$ cat src/rtl/core/assert_macros.svh
// Assertion macros shared by the RTL; they compile to nothing under SYNTHESIS.
// No dependencies.
`ifndef ASSERT_MACROS_SVH
`define ASSERT_MACROS_SVH

`ifndef SYNTHESIS

// Plain clocked property, disabled while reset is asserted (active low).
`define ASSERT_CLK(label, clk, rst_n, prop) \
    label: assert property (@(posedge clk) disable iff (!rst_n) (prop)) \
        else $error("assertion failed");

// Antecedent in this cycle implies consequent in the next cycle.
`define ASSERT_NEXT(label, clk, rst_n, ante, cons) \
    label: assert property (@(posedge clk) disable iff (!rst_n) (ante) |=> (cons)) \
        else $error("assertion failed");

`else

`define ASSERT_CLK(label, clk, rst_n, prop)
`define ASSERT_NEXT(label, clk, rst_n, ante, cons)

`endif

`endif

$ cat src/rtl/core/cmwc_pkg.sv
// Shared types and constants for the CMWC random generator.
// No dependencies.
package cmwc_pkg;

    // Ring depth; the index arithmetic wraps by truncation, so keep it a power of two.
    localparam int RING_SIZE = 16;
    localparam int RING_AW   = $clog2(RING_SIZE);

    localparam int WORD_W    = 32;
    localparam int LAG_W     = 5;
    localparam int SLOT_W    = 4;
    localparam int POS_W     = 4;
    localparam int CFG_IDX_W = 1;

    localparam logic [WORD_W-1:0] MULT_RESET = 32'd1000000407;
    localparam logic [LAG_W-1:0]  LAG_RESET  = 5'd16;
    localparam logic [WORD_W-1:0] WORD_BIAS  = 32'h7fff_ffff;

    // Configuration register indexes
    localparam logic [CFG_IDX_W-1:0] CFG_MULT = 1'b0;
    localparam logic [CFG_IDX_W-1:0] CFG_LAG  = 1'b1;

    typedef enum logic [1:0] {
        OP_DRAW  = 2'd0,
        OP_WRITE = 2'd1,
        OP_SET   = 2'd2,
        OP_READ  = 2'd3
    } t_op;

    typedef struct packed {
        t_op               op;
        logic [SLOT_W-1:0] slot;
        logic [WORD_W-1:0] load_value;
    } t_in_req;

    typedef struct packed {
        logic [WORD_W-1:0] out_word;
        logic [WORD_W-1:0] out_carry;
        logic [POS_W-1:0]  out_position;
    } t_out_rsp;

endpackage

$ cat src/rtl/core/cmwc_mac.sv
// One multiply-with-carry step: t = mult * word + carry, word' = bias - t[31:0].
// Depends on cmwc_pkg.
module cmwc_mac (
    input  logic [cmwc_pkg::WORD_W-1:0] i_mult,
    input  logic [cmwc_pkg::WORD_W-1:0] i_word,
    input  logic [cmwc_pkg::WORD_W-1:0] i_carry,
    output logic [cmwc_pkg::WORD_W-1:0] o_word,
    output logic [cmwc_pkg::WORD_W-1:0] o_carry
);
    import cmwc_pkg::*;

    logic [2*WORD_W-1:0] sum;

    // 32x32 product plus carry never overflows 64 bits
    assign sum     = (2*WORD_W)'(i_mult) * (2*WORD_W)'(i_word) + (2*WORD_W)'(i_carry);
    assign o_word  = WORD_BIAS - sum[WORD_W-1:0];
    assign o_carry = sum[2*WORD_W-1:WORD_W];

endmodule

$ cat src/rtl/core/cmwc_random_generator.sv
// CMWC random generator: lag-r complementary multiply-with-carry over a 16-word ring.
// One request per cycle, unless warm-up draws or i_out_stall hold the request in the request register.
// Unless a write or set comes first, the first draw after reset runs lag discarded MAC draws, one per cycle.
// Reset (synchronous, active low): ring[i] = i, carry 0, position 0, warm-up pending,
// multiplier 1000000407, lag 16; both pipeline registers empty, request stall held high.
// Depends on cmwc_pkg, cmwc_mac and assert_macros.svh.
`include "assert_macros.svh"

module cmwc_random_generator (
    input  logic                           i_clk,
    input  logic                           i_rst_n,
    // configuration write port
    input  logic                           i_cfg_we,
    input  logic [cmwc_pkg::CFG_IDX_W-1:0] i_cfg_idx,
    input  logic [cmwc_pkg::WORD_W-1:0]    i_cfg_data,
    // request channel
    input  logic                           i_in_valid,
    output logic                           o_in_stall,
    input  cmwc_pkg::t_in_req              i_in,
    // result channel
    output logic                           o_out_valid,
    input  logic                           i_out_stall,
    output cmwc_pkg::t_out_rsp             o_out
);
    import cmwc_pkg::*;

    // Pipeline: request register -> (state update + MAC) -> result register.
    // The generator state lives beside the second stage and is updated in the
    // same cycle the result is registered (warm-up draws update it with no result), so
    // back-to-back draws see the previous draw's ring word and carry with no forwarding.

    logic [WORD_W-1:0]  r_ring [RING_SIZE];
    logic [WORD_W-1:0]  r_carry;
    logic [RING_AW-1:0] r_pos;
    logic               r_warm;     // warm-up still owed before the first draw
    logic [LAG_W-1:0]   r_wcnt;     // discarded draws done so far
    logic [WORD_W-1:0]  r_mult;
    logic [LAG_W-1:0]   r_lag;

    logic               r_in_vld;
    t_in_req            r_in;
    logic               r_out_vld;
    t_out_rsp           r_out;

    logic [RING_AW-1:0] slot_idx;
    logic [RING_AW-1:0] lag_idx;
    logic [RING_AW-1:0] rd_addr;
    logic [WORD_W-1:0]  rd_word;
    logic [WORD_W-1:0]  mac_word;
    logic [WORD_W-1:0]  mac_carry;
    logic               is_draw;
    logic               warm_busy;
    logic               out_ready;
    logic               consume;
    logic               do_draw;
    logic               in_take;

    logic [WORD_W-1:0]  n_carry;
    logic [RING_AW-1:0] n_pos;
    logic               n_warm;
    logic [WORD_W-1:0]  n_word;

    assign slot_idx = RING_AW'(r_in.slot);
    // (pos - lag - 1) mod RING_SIZE; wraps by truncation
    assign lag_idx  = r_pos - RING_AW'(r_lag) - RING_AW'(1);
    assign is_draw  = (r_in.op == OP_DRAW);
    assign rd_addr  = is_draw ? lag_idx : slot_idx;
    assign rd_word  = r_ring[rd_addr];

    cmwc_mac u_mac (
        .i_mult  (r_mult),
        .i_word  (rd_word),
        .i_carry (r_carry),
        .o_word  (mac_word),
        .o_carry (mac_carry)
    );

    // Discarded warm-up draws hold the request in place but need no result slot.
    assign warm_busy  = r_warm && (r_wcnt != r_lag);
    assign out_ready  = !r_out_vld || !i_out_stall;
    assign consume    = r_in_vld && !(is_draw && warm_busy) && out_ready;
    assign do_draw    = r_in_vld && is_draw && (warm_busy || out_ready);
    assign in_take    = i_in_valid && !o_in_stall;
    // no request is taken while reset is asserted
    assign o_in_stall = !i_rst_n || (r_in_vld && !consume);

    // Next state and result word for the request in the first stage
    always_comb begin
        n_carry = r_carry;
        n_pos   = r_pos;
        n_warm  = r_warm;
        n_word  = rd_word;
        case (r_in.op)
            OP_DRAW: begin
                n_carry = mac_carry;
                n_pos   = r_pos + RING_AW'(1);
                n_word  = mac_word;
                if (!warm_busy) begin
                    n_warm = 1'b0;
                end
            end
            OP_WRITE: begin
                n_warm = 1'b0;
                n_word = r_in.load_value;
            end
            OP_SET: begin
                n_carry = r_in.load_value;
                n_pos   = slot_idx;
                n_warm  = 1'b0;
            end
            OP_READ: begin
                n_word = rd_word;
            end
            default: begin
                n_word = rd_word;
            end
        endcase
    end

    always_ff @(posedge i_clk) begin
        if (!i_rst_n) begin
            for (int i = 0; i < RING_SIZE; i++) begin
                r_ring[i] <= WORD_W'(i);
            end
            r_carry   <= '0;
            r_pos     <= '0;
            r_warm    <= 1'b1;
            r_wcnt    <= '0;
            r_mult    <= MULT_RESET;
            r_lag     <= LAG_RESET;
            r_in_vld  <= 1'b0;
            r_out_vld <= 1'b0;
        end else begin
            // configuration: the user must write it only while the block is idle; the block does not enforce this
            if (i_cfg_we) begin
                case (i_cfg_idx)
                    CFG_MULT: r_mult <= i_cfg_data;
                    CFG_LAG:  r_lag  <= i_cfg_data[LAG_W-1:0];
                    default:  r_lag  <= r_lag;
                endcase
            end

            // state update
            if (do_draw) begin
                r_ring[r_pos] <= mac_word;
                r_carry       <= n_carry;
                r_pos         <= n_pos;
                r_warm        <= n_warm;
                if (warm_busy) begin
                    r_wcnt <= r_wcnt + LAG_W'(1);
                end
            end else if (consume) begin
                if (r_in.op == OP_WRITE) begin
                    r_ring[slot_idx] <= r_in.load_value;
                end
                r_carry <= n_carry;
                r_pos   <= n_pos;
                r_warm  <= n_warm;
            end

            // request register
            if (in_take) begin
                r_in_vld <= 1'b1;
            end else if (consume) begin
                r_in_vld <= 1'b0;
            end

            // result register
            if (consume) begin
                r_out_vld <= 1'b1;
            end else if (out_ready) begin
                r_out_vld <= 1'b0;
            end
        end
    end

    // payload registers, no reset
    always_ff @(posedge i_clk) begin
        if (in_take) begin
            r_in <= i_in;
        end
        if (consume) begin
            r_out.out_word     <= n_word;
            r_out.out_carry    <= n_carry;
            r_out.out_position <= POS_W'(n_pos);
        end
    end

    assign o_out_valid = r_out_vld;
    assign o_out       = r_out;

    // ---- assertions ----
    // warm-up, once cleared, never comes back without reset
    `ASSERT_NEXT(a_warm_sticky, i_clk, i_rst_n, !r_warm, !r_warm)
    // every draw advances the write position by one
    `ASSERT_NEXT(a_draw_adv, i_clk, i_rst_n, do_draw,
                 r_pos == $past(r_pos) + RING_AW'(1))
    // a new result only comes from a request held in the first stage
    `ASSERT_CLK(a_out_src, i_clk, i_rst_n, $rose(r_out_vld) |-> $past(r_in_vld))
    // warm-up draws never retire the request
    `ASSERT_CLK(a_warm_hold, i_clk, i_rst_n, (r_in_vld && is_draw && warm_busy) |-> !consume)

endmodule
$ cat config.mk
export PLATFORM = sky130hd
export DESIGN_NAME = cmwc_random_generator
export DESIGN_NICKNAME = d
export VERILOG_FILES = /design/src/rtl/core/cmwc_pkg.sv /design/src/rtl/core/cmwc_mac.sv /design/src/rtl/core/cmwc_random_generator.sv
export VERILOG_INCLUDE_DIRS = /design/src /design/src/rtl/core
export SDC_FILE = /design/constraint.sdc
export NUM_CORES = 2
export LEC_CHECK = 0
export BUFFER_PORTS_ARGS = -buffer_cell sky130_fd_sc_hd__buf_2
export CAP_MARGIN = 20
export CORE_ASPECT_RATIO = 1.25
export CORE_MARGIN = 8
export CORE_UTILIZATION = 50
export DETAILED_ROUTE_END_ITERATION = 10
export PLACE_DENSITY = 0.66
export SYNTH_ARGS = -nofsm -noshare
export SYNTH_HDL_FRONTEND = slang
export SYNTH_SLANG_ARGS = --single-unit
$ cat constraint.sdc
create_clock -name i_clk -period 9.5 [get_ports i_clk]
set_clock_uncertainty 0.2 [all_clocks]
set_input_delay 0.475 -clock i_clk [delete_from_list [all_inputs] [get_ports i_clk]]
set_output_delay 0.475 -clock i_clk [all_outputs]
set_load 0.02 [all_outputs]
# Yosys cells after proc, flatten, opt, wreduce, memory -nomap -nowiden
# Memories as Yosys holds them, arrays and structs flattened.
# Index checks and enable logic that the tools add are counted.
# Widths: inputs -> output; s select.
dict set report classes {
  n_reduce_logical 27
  eq_ne 3
  mux 31
  n_bitwise 1
  mul 1
  add_sub_neg 6
}
# cell count
set op_table {}
lappend op_table {{$mux 32} 4}
lappend op_table {{$pmux 32 s2} 2}
lappend op_table {{$add 64x32->64} 1}
lappend op_table {{$mul 32x32->64} 1}
lappend op_table {{$reduce_or 32->1} 2}
lappend op_table {{$sub 31x32->32 const A} 1}
lappend op_table {{$mux 4} 5}
lappend op_table {{$mux 1} 18}
lappend op_table {{$logic_and 1x1->1} 8}
lappend op_table {{$pmux 4 s2} 1}
lappend op_table {{$logic_not 1->1} 6}
lappend op_table {{$reduce_and 2->1} 3}
lappend op_table {{$reduce_bool 2->1} 3}
lappend op_table {{$add 5x1->5 const B} 1}
lappend op_table {{$ne 5x5->1} 1}
lappend op_table {{$add 4x1->4 const B} 1}
lappend op_table {{$sub 4x1->4 const B} 1}
lappend op_table {{$sub 4x4->4} 1}
lappend op_table {{$logic_or 1x1->1} 3}
lappend op_table {{$eq 2x1->1 const B} 1}
lappend op_table {{$eq 2x2->1 const B} 1}
lappend op_table {{$logic_not 2->1} 1}
lappend op_table {{$pmux 1 s2} 1}
lappend op_table {{$reduce_or 2->1} 1}
lappend op_table {{$not 1->1} 1}
dict set report totals {
  mem_count 1
  out_inout_bits 70
  wordCells 84
  reg_bits 187
  in_bits 76
  ramBits 512
}
# name words width read_ports rd_clocked_by_memory_dff write_ports line
set memory_table {}
lappend memory_table {r_ring 16 32 1 0 16 cmwc_random_generator.sv:32} ;# logic [WORD_W-1:0] r_ring [RING_SIZE];

# Longest topological paths before layout
dict set report logic_depth {
  depth_word 12
  depth_mapped 44
  mapped_depth_nobuf 39
}

# Hierarchy
# From an unflattened synthesis, not the netlist that was laid out.
dict set report unflattened {
  cells_unflattened 6990
  hier_area_um2 67701.2
}
# mod n_inst area_per_inst_um2 seq_area_each_um2 cells_per_inst
set modules_own_cells {}
lappend modules_own_cells {cmwc_mac 1 34637.0 0.0 3866}
lappend modules_own_cells {cmwc_random_generator 1 33064.2 20179.4 3124}

# Worst setup path before layout
# OpenSTA, ideal clock, no wires.
dict set report synth_path {
  path_kind {register to register}
  from {register r_pos[0]}
  to {register r_out (netlist bit o_out[28]), data pin}
  arrival_time_ns 9.408
  setup_ns 0.262
  path_slack_ns -0.370
  synth_period_minus_slack_ns 9.870
  required_time_ns 9.038
  path_stages_with_launch 39
  path_buffers 5
  cell_sequence {dfxtp_1 > ha_1 > inv_1 > fa_1 > xor2_1 > nor2_1 > a21oi_1 > buf_4 > buf_4 > buf_2 > mux4_2 > a211oi_1 > a21oi_1 > clkbuf_1 > and2_1 > fa_1 > inv_1 > fa_1 > [3 not listed] > fa_1 > fa_1 > fa_1 > inv_1 > fa_1 > inv_1 > ha_1 > clkbuf_1 > nand4_1 > inv_1 > nand2_1 > nor4_1 > nand3_1 > a211o_1 > a21oi_1 > o21ai_0 > nor3b_1 > or2_2}
}
dict set report synth_via {
  elab_chain_len 7
}
# element line
set synth_lines {}
lappend synth_lines {{start: declaration} cmwc_random_generator.sv:34} ;# logic [RING_AW-1:0] r_pos;
lappend synth_lines {{start signal: assignment} cmwc_random_generator.sv:147} ;# r_pos <= n_pos;
lappend synth_lines {{start signal: assignment} cmwc_random_generator.sv:157} ;# r_pos <= n_pos;
lappend synth_lines {{$sub 4x4->4} cmwc_random_generator.sv:65} ;# assign lag_idx = r_pos - RING_AW'(r_lag) - RING_AW'(1);
lappend synth_lines {{$sub 4x1->4} cmwc_random_generator.sv:65}
lappend synth_lines {{$mux 4} cmwc_random_generator.sv:67} ;# assign rd_addr = is_draw ? lag_idx : slot_idx;
lappend synth_lines {{$mem_v2 16x32} -}
lappend synth_lines {{$mul 32x32->64} cmwc_mac.sv:15} ;# assign sum = (2*WORD_W)'(i_mult) * (2*WORD_W)'(i_word) + (2*WORD_W)'(i_carry);
lappend synth_lines {{$add 64x32->64} cmwc_mac.sv:15}
lappend synth_lines {{$pmux 32 s2} cmwc_random_generator.sv:93} ;# case (r_in.op)
lappend synth_lines {{via n_carry[24]} cmwc_random_generator.sv:58} ;# logic [WORD_W-1:0] n_carry;
lappend synth_lines {{end: declaration} cmwc_random_generator.sv:43} ;# t_out_rsp r_out;
# The timed path passes the listed nets, and every way through them passes these cells.
# A chain may end at the register's enable or synchronous reset.

# Worst setup path after layout
dict set report layout_path {
  from {register r_lag[0]}
  to {register r_carry[24]}
}
dict set report layout_via {
  elab_chain_len 9
  word_cells_on_any_way 18
  classes_between {add/sub (3); mul (1); eq/ne (1); mux (4); reduce/logical (8); memory (1)}
}
# element line
set layout_lines {}
lappend layout_lines {{start: declaration} cmwc_random_generator.sv:38} ;# logic [LAG_W-1:0] r_lag;
lappend layout_lines {{start signal: assignment} cmwc_random_generator.sv:138} ;# CFG_LAG: r_lag <= i_cfg_data[LAG_W-1:0];
lappend layout_lines {{start signal: assignment} cmwc_random_generator.sv:139} ;# default: r_lag <= r_lag;
lappend layout_lines {{$sub 4x4->4} cmwc_random_generator.sv:65}
lappend layout_lines {{$sub 4x1->4} cmwc_random_generator.sv:65}
lappend layout_lines {{$mux 4} cmwc_random_generator.sv:67}
lappend layout_lines {{$mem_v2 16x32} -}
lappend layout_lines {{$mul 32x32->64} cmwc_mac.sv:15}
lappend layout_lines {{$add 64x32->64} cmwc_mac.sv:15}
lappend layout_lines {{$pmux 32 s2} cmwc_random_generator.sv:93}
lappend layout_lines {{$mux 32} cmwc_random_generator.sv:152} ;# end else if (consume) begin
lappend layout_lines {{$mux 32} cmwc_random_generator.sv:144} ;# if (do_draw) begin
lappend layout_lines {{end signal: assignment} cmwc_random_generator.sv:146} ;# r_carry <= n_carry;
lappend layout_lines {{end signal: assignment} cmwc_random_generator.sv:156} ;# r_carry <= n_carry;
lappend layout_lines {{end: declaration} cmwc_random_generator.sv:33} ;# logic [WORD_W-1:0] r_carry;
# Several ways; a longest one is shown, not always the timed one. The select of a mux whose other input is x is not followed.

==> impl_metrics.ini <==
[timing]
fin_crit_sh = 1.07
clock.fmax_mhz = 98.5
slew_headroom = 0.229
worst_pin_slew_ns = 1.15
fin_ws_ns = -0.656
rsz0062_at_grt = yes
setup_viol = 306
hold_viol = 0
maxSlewViolCount = 0
fin_crit_ns = 10.16

[synth]
synth_edf_count = 618
synth_fp_nets = 7333
synth-seq-area-share = 0.314
syn_area_um2 = 64400
synthTopCellsByArea = fa_1 29%, edfxtp_1 29%, and2_1 5.8%
ys_seq_elements = 699
syn_avg_cell_area_um2 = 10.6
yosys.area.top_type = fa_1
synth_cell_types = 70
synth_cells = 6056
synthTopCellsByCount = 966 x inv_1, 929 x fa_1, 701 x nand2_1, 618 x edfxtp_1, 593 x and2_1
synth_most_common_cell = inv_1
synth_top_area_frac = 0.289
synth_ff_type = edfxtp_1
yosys_warnings = 0
postSynth.asyncResetShare = 0

[cells_and_area]
fillers = 10400
syn_to_final_growth_pct = 19.3
utilization = 0.600
fin_area_um2 = 76800
fin_nets = 7883
drive_gt1_frac = 0.208

[placement]
post-dp-hpwl_um = 152000
gp_congestion = 0.959
port_buffers = 145
placed_area_um2 = 71100

[drt]
drc_errors = 0
wl_per_cell_um = 24.5
ant_nets = 0
drt_iter0_markers = 4249
drt-total-wl_um = 205000
via_count = 47443
drt_first_pass_iters = 6
avgViaCountPerCell = 5.66

[global_route]
overflow = 0
grtUsageTotal = 0.290
grt_pass1_vias = 51149
grt_max_degree = 58
antenna_found_initial = 11
grt_pass1_wl_um = 308000

[worst_setup_path]
crit_arrival_ns = 10.51
critPathSlowestCell = fa_1
critPathLaunchType = flop
crit_buf_inv = 14
crit_path_frequent_cell = fa_1
crit_family = adder cells
crit_path_max_fanout = 14
path_class = reg2reg
critPathMaxStageDelay_ns = 0.59
end_kind = flop
crit_required_ns = 9.85

[clock_tree]
clockRootBuffer = clkbuf_16
cts.sinks = 699
clkTransAtPathRegs_ns = 0.07
cts_tree = built
cts-buffers-inserted = 73
cts.path.max_buffers = 3
cts-htree-levels = 3
worstSkewPairLatency_ns = 0.70

[outcome]
failed_checks = setup timing
outcome = finished, violations left

[die]
die-area_um2 = 141000
dieWidth_um = 337
core_um2 = 128000
fp.dieH_um = 417
start_util = 0.503
rows = 147
pin_count = 146

[min_path]
worstHoldPathType = in2reg

[flow_run]
drv_cap = 0
-- flip-flops by register name (all words and copies together), names as in the netlist --
| register | count |
|---|---|
| r_ring | 512 |
| o_out | 68 |
| r_in | 34 |
| r_carry | 32 |
| r_mult | 32 |
| r_lag | 5 |
| r_wcnt | 5 |
| r_pos | 4 |
| slot_idx | 4 |
| o_out_valid | 1 |
| r_in_vld | 1 |
| r_warm | 1 |
-- metal layers --
| metal | track usage | vias to the layer above | part of all wire |
|---|---|---|---|
| met4 | 0.125 | 0 | 0.050 |
| met2 | 0.492 | 2258 | 0.49 |
| met1 | 0.359 | 24474 | 0.37 |
| li1 | - | 20203 | - |
| met5 | 0 | - | 0 |
| met3 | 0.0605 | 508 | 0.094 |
-- worst reg2reg max path: cells and delay by family (launching register included) --
| kind | cells | cell delay (ns) |
|---|---|---|
| adders and majority gates | 11 | 4.99 |
| buffers and inverters | 14 | 1.73 |
| AOI/OAI and AO/OA | 8 | 1.27 |
| and+or+nand+nor | 6 | 1.11 |
| DFF | 1 | 0.32 |
| muxes | 1 | 0.28 |
| xor gates and xnor gates | 1 | 0.15 |
-- cell type report --
| cell class | instances | area [µm²] | share of cell area |
|---|---|---|---|
| multi-input cells | 3976 | 40400 | 0.527 |
| well taps | 1713 | 2140 | 0.0279 |
| diodes | 6 | 15.0 | 0.000196 |
| flip-flops and latches | 699 | 20200 | 0.263 |
| repair buffers | 888 | 7910 | 0.103 |
| clock inverters | 48 | 556 | 0.00724 |
| inverters | 968 | 3630 | 0.0473 |
| clock buffers | 85 | 1880 | 0.0245 |
-- cell usage in the layout (no fill, tap or decap), types with 25 or more instances in the layout --
| cell | n |
|---|---|
| inv_1 | 945 |
| fa_1 | 899 |
| nand2_1 | 685 |
| edfxtp_1 | 618 |
| and2_1 | 580 |
| buf_4 | 537 |
| nor2_1 | 518 |
| ha_1 | 242 |
| buf_2 | 145 |
| mux4_2 | 128 |
| a21oi_1 | 85 |
| clkbuf_16 | 81 |
| buf_12 | 77 |
| dlygate4sd3_1 | 75 |
| dfxtp_1 | 71 |
| a22oi_1 | 52 |
| mux2i_1 | 49 |
| nand3_1 | 47 |
| a21oi_2 | 45 |
| o21ai_0 | 44 |
| xnor2_1 | 33 |
| buf_6 | 33 |
| nor2b_1 | 32 |
| nand2b_1 | 31 |
| fa_2 | 30 |
| xor2_1 | 25 |
-- repair_timing --
action / 4_1_cts / 5_1_grt
pin swaps: 51 / 189
endpoints found under the hold margin: 76 / 0
buffers inserted: 19 / 37
hold buffers: 75 / 0
endpoints found under the setup margin: 322 / 376
gates resized for setup: 97 / 299
gates cloned: 5 / 9
-- cells by family (layout without fill, tap and decap cells) --
kind of cell	after synthesis	count (layout)	share of synthesized area
flip-flops	699	699	0.314
XOR/XNOR	65	65	0.00885
multiplexers	198	198	0.0560
AND/OR/NAND/NOR	2058	2058	0.150
AO/OA/AOI/OAI	453	454	0.0455
adder cells (fa/ha/maj)	1201	1201	0.342
buffers and inverters	1382	1989	0.0838
other	0	6	0
-- per-stage QoR --
step | worst slack (ns) | hold WS, ns | instances | TNS (ns)
after global routing | -0.953 | 0.0891 | 8377 | -186.60
after global placement | -0.929 | 0.238 | 8106 | -166.77
after floorplan | -0.0229 | 0.230 | 6056 | -0.0229
after detailed placement | -1.06 | 0.263 | 8107 | -179.82
final | -0.656 | 0.0576 | 8383 | -99.20
after CTS | -0.644 | 0.0319 | 8339 | -120.23
-- final timing paths --
| check | startpoint | to | slack (ns) | cells after the start |
|---|---|---|---|---|
| max | r_lag[0]$_SDFFE_PN0P_ | r_carry[24]$_SDFFE_PN0P_ | -0.66 | 41 |
| min reg2reg | r_warm$_SDFFE_PN1P_ | r_warm$_SDFFE_PN1P_ | 0.27 | 2 |
| max reg2reg | r_lag[0]$_SDFFE_PN0P_ | r_carry[24]$_SDFFE_PN0P_ | -0.66 | 41 |
| min | i_out_stall | o_out_valid$_SDFFE_PN0P_ | 0.06 | 3 |
Power is not shown: default switching activity piles up to over one toggle a cycle in this logic, so the estimate is an artifact.
